$ cat src/rtl/assert_macros.svh
// ----------------------------------------------------------------------------
// assert_macros.svh
// Concurrent assertion helpers, compiled out for synthesis
// ----------------------------------------------------------------------------
`ifndef ASSERT_MACROS_SVH
`define ASSERT_MACROS_SVH

`ifndef SYNTHESIS

// antecedent implies consequent in the same cycle
`define AST_SAME(lbl, clk, rst_n, ante, cons, msg) \
	lbl: assert property (@(posedge clk) disable iff (!rst_n) (ante) |-> (cons)) \
		else $error(msg);

// antecedent implies consequent in the next cycle
`define AST_NEXT(lbl, clk, rst_n, ante, cons, msg) \
	lbl: assert property (@(posedge clk) disable iff (!rst_n) (ante) |=> (cons)) \
		else $error(msg);

`else

`define AST_SAME(lbl, clk, rst_n, ante, cons, msg)
`define AST_NEXT(lbl, clk, rst_n, ante, cons, msg)

`endif

`endif

$ cat src/rtl/pcs_pkg.sv
// ----------------------------------------------------------------------------
// pcs_pkg
// Types, codes and helpers shared by the device scan sequencer
// ----------------------------------------------------------------------------
package pcs_pkg;

	// last bus visited is BUS_LIMIT-1
	localparam int BUS_LIMIT = 256;
	localparam logic [8:0] BUS_LAST = 9'(BUS_LIMIT - 1);

	localparam int CFG_IDX_W  = 3;
	localparam int CFG_DATA_W = 16;

	// configuration register indexes
	localparam logic [CFG_IDX_W-1:0] CFG_SEARCH_MODE  = 3'd0;
	localparam logic [CFG_IDX_W-1:0] CFG_WANT_VENDOR  = 3'd1;
	localparam logic [CFG_IDX_W-1:0] CFG_WANT_DEVICE  = 3'd2;
	localparam logic [CFG_IDX_W-1:0] CFG_WANT_CLASS   = 3'd3;
	localparam logic [CFG_IDX_W-1:0] CFG_WANT_SUBCLS  = 3'd4;
	localparam logic [CFG_IDX_W-1:0] CFG_WANT_PROG_IF = 3'd5;

	// configuration space offsets and fields
	localparam logic [31:0] ADDR_ENABLE = 32'h8000_0000;
	localparam logic [7:0]  OFF_MASK    = 8'hFC;
	localparam logic [7:0]  OFF_ID      = 8'h00;
	localparam logic [7:0]  OFF_CLASS   = 8'h08;
	localparam logic [7:0]  OFF_HDR     = 8'h0C;
	localparam logic [7:0]  OFF_BAR     = 8'h10;
	localparam logic [7:0]  OFF_IRQ     = 8'h3C;
	localparam logic [15:0] VENDOR_NONE = 16'hFFFF;
	localparam logic [2:0]  FUNC_LAST   = 3'd7;
	localparam logic [4:0]  SLOT_LAST   = 5'd31;
	localparam int          HDR_MF_BIT  = 23;

	typedef enum logic [2:0] {
		PH_IDLE  = 3'd0,
		PH_ID    = 3'd1,
		PH_HDR   = 3'd2,
		PH_CLASS = 3'd3,
		PH_BAR   = 3'd4,
		PH_IRQ   = 3'd5
	} phase_t;

	typedef enum logic [1:0] {
		RK_READ  = 2'd0,
		RK_FOUND = 2'd1,
		RK_NONE  = 2'd2
	} result_kind_t;

	typedef struct packed {
		logic        search_mode;
		logic [15:0] want_vendor;
		logic [15:0] want_device;
		logic [7:0]  want_class;
		logic [7:0]  want_subclass;
		logic [7:0]  want_prog_if;
	} cfg_t;

	typedef struct packed {
		phase_t      phase;
		logic [7:0]  cur_bus;
		logic [4:0]  cur_slot;
		logic [2:0]  cur_func;
		logic [31:0] held_id;
		logic [31:0] held_bar;
	} scan_state_t;

	typedef struct packed {
		result_kind_t kind;
		logic [31:0]  config_address;
		logic [7:0]   dev_bus;
		logic [4:0]   dev_slot;
		logic [2:0]   dev_func;
		logic [15:0]  dev_vendor;
		logic [15:0]  dev_device;
		logic [31:0]  dev_bar0;
		logic [7:0]   dev_irq;
	} result_t;

	// packed config-address read request
	function automatic logic [31:0] pack_addr(
		input logic [7:0] bus,
		input logic [4:0] slot,
		input logic [2:0] func,
		input logic [7:0] off
	);
		return ADDR_ENABLE | {8'h00, bus, slot, func, off & OFF_MASK};
	endfunction

	function automatic result_t read_req(
		input logic [7:0] bus,
		input logic [4:0] slot,
		input logic [2:0] func,
		input logic [7:0] off
	);
		result_t r;
		r = '0;
		r.kind = RK_READ;
		r.config_address = pack_addr(bus, slot, func, off);
		return r;
	endfunction

endpackage

$ cat src/rtl/pci_config_device_scan.sv
// ----------------------------------------------------------------------------
// pci_config_device_scan
// Bus scan sequencer: walks bus, slot and function and finds a device
// ----------------------------------------------------------------------------
// Usage:
//   Input words (kind, read_data) arrive on in_valid / in_stall. kind 0 starts
//   a scan from bus 0 slot 0 function 0; kind 1 hands over the dword returned
//   for the last read request. Each input word gives at most one result word
//   on out_valid / out_stall: a read request (config_address), a found device
//   or a not-found report at the end of the scan.
//   Search settings are written on cfg_valid / cfg_ready (always ready) by
//   register index while no scan word is in flight.
//   Path: an accepted word goes through the input register, then the result
//   register. Throughput: one word per cycle unless out_stall holds a result,
//   set by the combinational step logic between the two registers.
//   A stalled result holds; the input register keeps taking a word while the
//   result register is empty or draining, and in_stall rises only when both
//   are full. Reset clears the scan position, phase and search registers.
// ----------------------------------------------------------------------------
`include "assert_macros.svh"

module pci_config_device_scan
	import pcs_pkg::*;
(
	input  logic                  clk,
	input  logic                  arst_n,
	input  logic                  cfg_valid,
	output logic                  cfg_ready,
	input  logic [CFG_IDX_W-1:0]  cfg_index,
	input  logic [CFG_DATA_W-1:0] cfg_data,
	input  logic                  in_valid,
	output logic                  in_stall,
	input  logic                  kind,
	input  logic [31:0]           read_data,
	output logic                  out_valid,
	input  logic                  out_stall,
	output logic [1:0]            result_kind,
	output logic [31:0]           config_address,
	output logic [7:0]            dev_bus,
	output logic [4:0]            dev_slot,
	output logic [2:0]            dev_func,
	output logic [15:0]           dev_vendor,
	output logic [15:0]           dev_device,
	output logic [31:0]           dev_bar0,
	output logic [7:0]            dev_irq
);

	cfg_t        cfg;
	scan_state_t state_q;
	scan_state_t state_nxt;
	result_t     step_res;
	result_t     res_q;
	logic        step_emit;
	logic        valid_s1;
	logic        kind_s1;
	logic [31:0] data_s1;
	logic        out_valid_q;
	logic        take;
	logic        in_acc;

	assign cfg_ready = 1'b1;

	pcs_cfg u_cfg (
		.clk      (clk),
		.arst_n   (arst_n),
		.wr_en    (cfg_valid && cfg_ready),
		.wr_index (cfg_index),
		.wr_data  (cfg_data),
		.cfg      (cfg)
	);

	pcs_step u_step (
		.st   (state_q),
		.cfg  (cfg),
		.kind (kind_s1),
		.data (data_s1),
		.nxt  (state_nxt),
		.emit (step_emit),
		.res  (step_res)
	);

	// stage 1 word is processed when its result has a place to go
	assign take = valid_s1 && (!step_emit || !out_valid_q || !out_stall);
	assign in_stall = valid_s1 && !take;
	assign in_acc = in_valid && !in_stall;

	// input register
	always_ff @(posedge clk or negedge arst_n) begin
		if (!arst_n) begin
			valid_s1 <= 1'b0;
		end else if (in_acc) begin
			valid_s1 <= 1'b1;
		end else if (take) begin
			valid_s1 <= 1'b0;
		end
	end

	always_ff @(posedge clk) begin
		if (in_acc) begin
			kind_s1 <= kind;
			data_s1 <= read_data;
		end
	end

	// scan state
	always_ff @(posedge clk or negedge arst_n) begin
		if (!arst_n) begin
			state_q <= '{phase: PH_IDLE, default: '0};
		end else if (take) begin
			state_q <= state_nxt;
		end
	end

	// result register
	always_ff @(posedge clk or negedge arst_n) begin
		if (!arst_n) begin
			out_valid_q <= 1'b0;
		end else if (take && step_emit) begin
			out_valid_q <= 1'b1;
		end else if (!out_stall) begin
			out_valid_q <= 1'b0;
		end
	end

	always_ff @(posedge clk) begin
		if (take && step_emit) begin
			res_q <= step_res;
		end
	end

	assign out_valid      = out_valid_q;
	assign result_kind    = res_q.kind;
	assign config_address = res_q.config_address;
	assign dev_bus        = res_q.dev_bus;
	assign dev_slot       = res_q.dev_slot;
	assign dev_func       = res_q.dev_func;
	assign dev_vendor     = res_q.dev_vendor;
	assign dev_device     = res_q.dev_device;
	assign dev_bar0       = res_q.dev_bar0;
	assign dev_irq        = res_q.dev_irq;

	// checks
	`AST_SAME(a_stall_full, clk, arst_n, in_stall, valid_s1 && out_valid_q, "stall without full stages")
	`AST_NEXT(a_emit_shown, clk, arst_n, take && step_emit, out_valid_q, "produced word not shown")
	`AST_SAME(a_read_enable, clk, arst_n, out_valid_q && res_q.kind == RK_READ, res_q.config_address[31] && res_q.dev_bar0 == 32'h0, "bad read request word")
	`AST_SAME(a_found_noaddr, clk, arst_n, out_valid_q && res_q.kind == RK_FOUND, res_q.config_address == 32'h0, "found word carries an address")

endmodule

$ cat src/rtl/pcs_cfg.sv
// ----------------------------------------------------------------------------
// pcs_cfg
// Search configuration registers written through the config port
// ----------------------------------------------------------------------------
module pcs_cfg
	import pcs_pkg::*;
(
	input  logic                  clk,
	input  logic                  arst_n,
	input  logic                  wr_en,
	input  logic [CFG_IDX_W-1:0]  wr_index,
	input  logic [CFG_DATA_W-1:0] wr_data,
	output cfg_t                  cfg
);

	cfg_t cfg_q;

	// register write, unknown indexes dropped
	always_ff @(posedge clk or negedge arst_n) begin
		if (!arst_n) begin
			cfg_q <= '0;
		end else if (wr_en) begin
			case (wr_index)
				CFG_SEARCH_MODE:  cfg_q.search_mode   <= wr_data[0];
				CFG_WANT_VENDOR:  cfg_q.want_vendor   <= wr_data[15:0];
				CFG_WANT_DEVICE:  cfg_q.want_device   <= wr_data[15:0];
				CFG_WANT_CLASS:   cfg_q.want_class    <= wr_data[7:0];
				CFG_WANT_SUBCLS:  cfg_q.want_subclass <= wr_data[7:0];
				CFG_WANT_PROG_IF: cfg_q.want_prog_if  <= wr_data[7:0];
				default: ;
			endcase
		end
	end

	assign cfg = cfg_q;

endmodule

$ cat src/rtl/pcs_step.sv
// ----------------------------------------------------------------------------
// pcs_step
// Next-state and result logic of the scan for one input word
// ----------------------------------------------------------------------------
module pcs_step
	import pcs_pkg::*;
(
	input  scan_state_t st,
	input  cfg_t        cfg,
	input  logic        kind,
	input  logic [31:0] data,
	output scan_state_t nxt,
	output logic        emit,
	output result_t     res
);

	scan_state_t adv_st;
	result_t     adv_res;
	logic        whole_slot;
	logic        id_match;
	logic        class_match;

	// header without multifunction bit skips the rest of the slot
	assign whole_slot = (st.phase == PH_HDR) && !data[HDR_MF_BIT];

	assign id_match = (data[15:0] == cfg.want_vendor) && (data[31:16] == cfg.want_device);
	assign class_match = (data[31:24] == cfg.want_class) &&
		(data[23:16] == cfg.want_subclass) && (data[15:8] == cfg.want_prog_if);

	// move to next function, slot or bus, or end the scan after the last bus
	always_comb begin
		adv_st = st;
		adv_res = '0;
		if (!whole_slot && st.cur_func < FUNC_LAST) begin
			adv_st.cur_func = st.cur_func + 3'd1;
			adv_st.phase = PH_ID;
		end else if (st.cur_slot < SLOT_LAST) begin
			adv_st.cur_func = '0;
			adv_st.cur_slot = st.cur_slot + 5'd1;
			adv_st.phase = PH_ID;
		end else if ({1'b0, st.cur_bus} >= BUS_LAST) begin
			adv_st.cur_func = '0;
			adv_st.cur_slot = '0;
			adv_st.cur_bus = '0;
			adv_st.phase = PH_IDLE;
		end else begin
			adv_st.cur_func = '0;
			adv_st.cur_slot = '0;
			adv_st.cur_bus = st.cur_bus + 8'd1;
			adv_st.phase = PH_ID;
		end
		if (adv_st.phase == PH_IDLE) begin
			adv_res.kind = RK_NONE;
		end else begin
			adv_res = read_req(adv_st.cur_bus, adv_st.cur_slot, adv_st.cur_func, OFF_ID);
		end
	end

	// phase decode
	always_comb begin
		nxt = st;
		emit = 1'b0;
		res = '0;
		if (!kind) begin
			nxt.cur_bus = '0;
			nxt.cur_slot = '0;
			nxt.cur_func = '0;
			nxt.held_id = '0;
			nxt.held_bar = '0;
			nxt.phase = PH_ID;
			emit = 1'b1;
			res = read_req(8'h00, 5'h00, 3'h0, OFF_ID);
		end else begin
			case (st.phase)
				PH_ID: begin
					emit = 1'b1;
					if (data[15:0] == VENDOR_NONE) begin
						nxt = adv_st;
						res = adv_res;
					end else if (cfg.search_mode) begin
						nxt.held_id = data;
						nxt.phase = PH_CLASS;
						res = read_req(st.cur_bus, st.cur_slot, st.cur_func, OFF_CLASS);
					end else if (id_match) begin
						nxt.held_id = data;
						nxt.phase = PH_BAR;
						res = read_req(st.cur_bus, st.cur_slot, st.cur_func, OFF_BAR);
					end else if (st.cur_func == 3'd0) begin
						nxt.held_id = data;
						nxt.phase = PH_HDR;
						res = read_req(st.cur_bus, st.cur_slot, st.cur_func, OFF_HDR);
					end else begin
						nxt = adv_st;
						nxt.held_id = data;
						res = adv_res;
					end
				end
				PH_HDR: begin
					emit = 1'b1;
					nxt = adv_st;
					res = adv_res;
				end
				PH_CLASS: begin
					emit = 1'b1;
					if (class_match) begin
						nxt.phase = PH_BAR;
						res = read_req(st.cur_bus, st.cur_slot, st.cur_func, OFF_BAR);
					end else begin
						nxt = adv_st;
						res = adv_res;
					end
				end
				PH_BAR: begin
					emit = 1'b1;
					nxt.held_bar = data;
					nxt.phase = PH_IRQ;
					res = read_req(st.cur_bus, st.cur_slot, st.cur_func, OFF_IRQ);
				end
				PH_IRQ: begin
					emit = 1'b1;
					nxt.phase = PH_IDLE;
					res.kind = RK_FOUND;
					res.dev_bus = st.cur_bus;
					res.dev_slot = st.cur_slot;
					res.dev_func = st.cur_func;
					res.dev_vendor = st.held_id[15:0];
					res.dev_device = st.held_id[31:16];
					res.dev_bar0 = st.held_bar;
					res.dev_irq = data[7:0];
				end
				default: begin
					nxt.phase = PH_IDLE;
				end
			endcase
		end
	end

endmodule
$ cat config.mk
export PLATFORM = sky130hd
export DESIGN_NAME = pci_config_device_scan
export DESIGN_NICKNAME = d
export VERILOG_FILES = /design/src/rtl/pcs_pkg.sv /design/src/rtl/pci_config_device_scan.sv /design/src/rtl/pcs_cfg.sv /design/src/rtl/pcs_step.sv
export VERILOG_INCLUDE_DIRS = /design/src /design/src/rtl
export SDC_FILE = /design/constraint.sdc
export NUM_CORES = 1
export LEC_CHECK = 0
export BUFFER_PORTS_ARGS = -buffer_cell sky130_fd_sc_hd__buf_2
export CELL_PAD_IN_SITES_DETAIL_PLACEMENT = 1
export CELL_PAD_IN_SITES_GLOBAL_PLACEMENT = 2
export CORE_MARGIN = 1.5
export CORE_UTILIZATION = 41
export CTS_CLUSTER_SIZE = 30
export DETAILED_ROUTE_END_ITERATION = 12
export GPL_TIMING_DRIVEN = 0
export PLACE_DENSITY_LB_ADDON = 0.2
export SLEW_MARGIN = 20
export SYNTH_ARGS = -nofsm -noshare
export SYNTH_HDL_FRONTEND = slang
export SYNTH_SLANG_ARGS = --single-unit
export TNS_END_PERCENT = 10
$ cat constraint.sdc
create_clock -name clk -period 10.9 [get_ports clk]
set_input_delay 0.545 -clock clk [delete_from_list [all_inputs] [get_ports clk]]
set_output_delay 0.545 -clock clk [all_outputs]
set_load 0.03 [all_outputs]
==> metrics <==
Synth Area in Compound Gates=8.27%; largest family of logic cells by synthesized area=simple AND/OR/NAND/NOR gates; final period utilization=a little under a third; M1 GR Usage=32.0%; ys async rst share=49.7%; P_leak=~6 nW; Skew-Pair Late Insertion Delay=0.57 ns; Area Growth Syn to Fin=20.1%; initial DRC count=450; Synth Area in Simple Gates=15.0%; Post-CTS Hold Buffers=0; Synth area leaders=edfxtp_1 (35%), dfrtp_1 (29%), mux2_2 (5.3%); failing checks=hold timing; Synth Area in Adders=less than 1%; status=finished with violations; area leader, netlist=edfxtp_1; worst min path class=input pin to asynchronous set/reset pin; Max Slew Vio Count=0; Placer Congestion=0.829; met2 Use GR=between 30% and 40%; post-DP HPWL=between 20 and 25 mm; design area=0.0148 mm^2; slowest stage cell, crit path=o31ai_1; critical path type=register to register; area post-placement=0.0138 mm^2; Cells after Synth=999; skew final=0.0178 ns; initial antenna violation count=0; Synth Area in XOR/XNOR=3.99%; worst vdd ir=116 uV; final setup vio count=0; CTS root buf=clkbuf_16; multiplexer share of the synthesized area=between 5 and 6%; yosys warns=0; Synth cell types=65; input/output buffers=167; Pwr Total=around 3.5 mW; antenna diode count=0; Pre-antenna DRT Iters=5; Initial Utilization=41.6%; flops & latches, synth=around 290; final WL=33.0 mm; number of routed nets with antenna violations=0; post-synthesis cell area=0.0123 mm^2; Least-Margin Pin Slew=roughly 0.82 ns; CTS resizes=0; CTS tree=yes; Worst path max stage delay=0.77 ns; Non-Filler Instances=1,629; Arr. time, crit path=3.75 ns; global-route wire length before repair=~50 mm; crit path launch type=register; Synth top area share=a little over a third; placed cells=about 1,600; deepest level of the CTS H-tree=1; total CTS buffers=30; largest net degree at the start of global routing=89; worst hold slack=-0.00228 ns; core footprint=0.0296 mm^2; DRC viols=0; R2R cell count=8; fillers=3,171; routed via count=8,373; Tmin final=approximately 3.4 ns; vias in the first global route=8,577; Final nets=approximately 1,300; worst r2r dst=config_address[11]; CTS clk-pin slew, worst paths=0.06 ns; Max clock buf depth=3; Mean Syn Cell Area=about 12 um^2; CTS Sinks=286; fraction of layout cells with a size suffix above 1=25.8%; global route total overflow=0; setup TNS=0 ns; GR Util met3=~2.6%; die area=0.0310 mm^2; DR vias/cell=~5.1; FF-to-FF Start=data_s1[31]; cells along the critical path=xnor2_1 > nand4_1 > nor4_4 > a31oi_2 > o31ai_1 > buf_4 > nor2_1 > a211o_1; MaxCap Viol Count=0; maximum clock frequency=0.290 GHz; sequential share of the synthesized area=64.1%; R2R Setup Slk=7.45 ns; Die Ht=176 um; # IOs=182; num rows=63; slew margin rel.=45.2%; post-CTS setup buffers=0; CP Capture Type=register; data required time of the worst path=roughly 11 ns; EDFF count, synth=144; RSZ-0062 raised after global routing=false; top_reg_cell synth=edfxtp_1; Final Hold Violating Endpoints=1; busiest layer in global routing=met2; Die X=176 um; power per cell area=~230 mW/mm^2; GRT Overall Usage=a little over a fifth; drt wl/cell=20.3 um; critical path peak fanout=10
logic make-up after synthesis:
kind of cell / Yosys count
buf+inv: 70
compound gates: 161
xor+xnor: 56
mux: 59
flops: 286
other cells: 2
simple gates: 361
fa+ha+maj: 4
through the flow:
stage / setup WS, ns / utilization [%]
2_1_floorplan: 4.37 / -
3_3_place_gp: 2.19 / 46.2
3_5_place_dp: 7.53 / 46.8
4_1_cts: 7.49 / 49.9
5_1_grt: 7.33 / 49.9
6_report: 7.45 / 49.9
state kept, by name, summed over array words and instances, names as in the netlist:
| register | cells |
|---|---|
| valid_s1 | 1 |
| dev_func | 3 |
| dev_irq | 8 |
| dev_slot | 5 |
| dev_bus | 8 |
| out_valid | 1 |
| data_s1 | 32 |
| dev_vendor | 16 |
| state_q | 83 |
| result_kind | 2 |
| config_address | 21 |
| dev_device | 16 |
| dev_bar0 | 32 |
| kind_s1 | 1 |
| u_cfg.cfg | 57 |
Yosys cell counts (4+ instances only):
master	n
or3_1	4
buf_4	14
nand3_1	10
and2_1	90
a21oi_1	17
nand2_1	169
nor2_1	24
edfxtp_1	144
a22o_1	4
o211ai_1	5
nand4_1	20
buf_2	8
o21ai_0	77
o22ai_1	5
ha_1	4
o21bai_1	4
a21o_1	14
xnor2_1	56
mux2_2	58
nor3_1	11
o21a_1	4
nand2b_1	7
inv_1	7
a22oi_1	4
clkbuf_1	38
dfrtp_1	142
cell type report:
cell class	count	area [um^2]	area share [%]
timing repair buffer	174	996	6.75
clock inverter	20	134	0.907
sequential	286	7880	53.4
clock buffer	36	793	5.37
multi-input combinational	653	4130	28.0
inverter	8	30.0	0.203
tap	390	488	3.31
buffer	62	310	2.10
critical path, delay by kind of cell (launching register included):
| family | cells | cell delay, ns |
|---|---|---|
| DFF | 1 | 0.53 |
| buffers and inverters | 1 | 0.32 |
| and+or+nand+nor | 3 | 0.75 |
| AOI/OAI and AO/OA | 3 | 1.31 |
| xor gates and xnor gates | 1 | 0.27 |
worst max-delay path by stage:
| stage | endpoint | startpoint | cells past startpoint |
|---|---|---|---|
| 6_report | config_address[11] | data_s1[31] | 8 |
| 5_1_grt | config_address[11] | data_s1[23] | 8 |
| 4_1_cts | config_address[11] | data_s1[31] | 8 |
| 3_5_place_dp | config_address[11] | data_s1[31] | 8 |
| 3_3_place_gp | dev_bar0[17] | state_q[82] | 6 |
| 2_1_floorplan | config_address[10] | state_q[82] | 6 |
metal layers:
metal | routed length, um | up-vias
met5 | 0 | -
met4 | 759 | 0
met3 | 1450 | 49
met2 | 14900 | 218
met1 | 16000 | 4178
li1 | - | 3928
power breakdown:
| group | switching, mW | internal, mW | total, mW |
|---|---|---|---|
| Sequential | 0.154 | 1.43 | 1.58 |
| Clock | 0.425 | 0.541 | 0.966 |
| Combinational | 0.608 | 0.298 | 0.905 |
| Total | 1.19 | 2.27 | 3.45 |
layout by cell type, fill, tap and decap left out, types with 4 or more instances in the layout:
cell type and instances:
nand2_1 169, dfrtp_1 142, nand4_1 20, clkbuf_16 30, buf_2 174, nor2_1 23
clkinv_2 6, o22ai_1 5, or3_1 4, and2_1 89, o211ai_1 5, conb_1 12
a22o_1 4, nand3_1 10, xnor2_1 56, a21oi_1 17, buf_4 15, o21a_1 4
mux2_2 58, ha_1 4, a22oi_1 4, o21ai_0 77, nand2b_1 7, inv_1 7
nor3_1 10, edfxtp_1 144, clkinv_1 10, a21o_1 14, clkbuf_1 42, o21bai_1 4
Power figures use the tool's default switching activity.
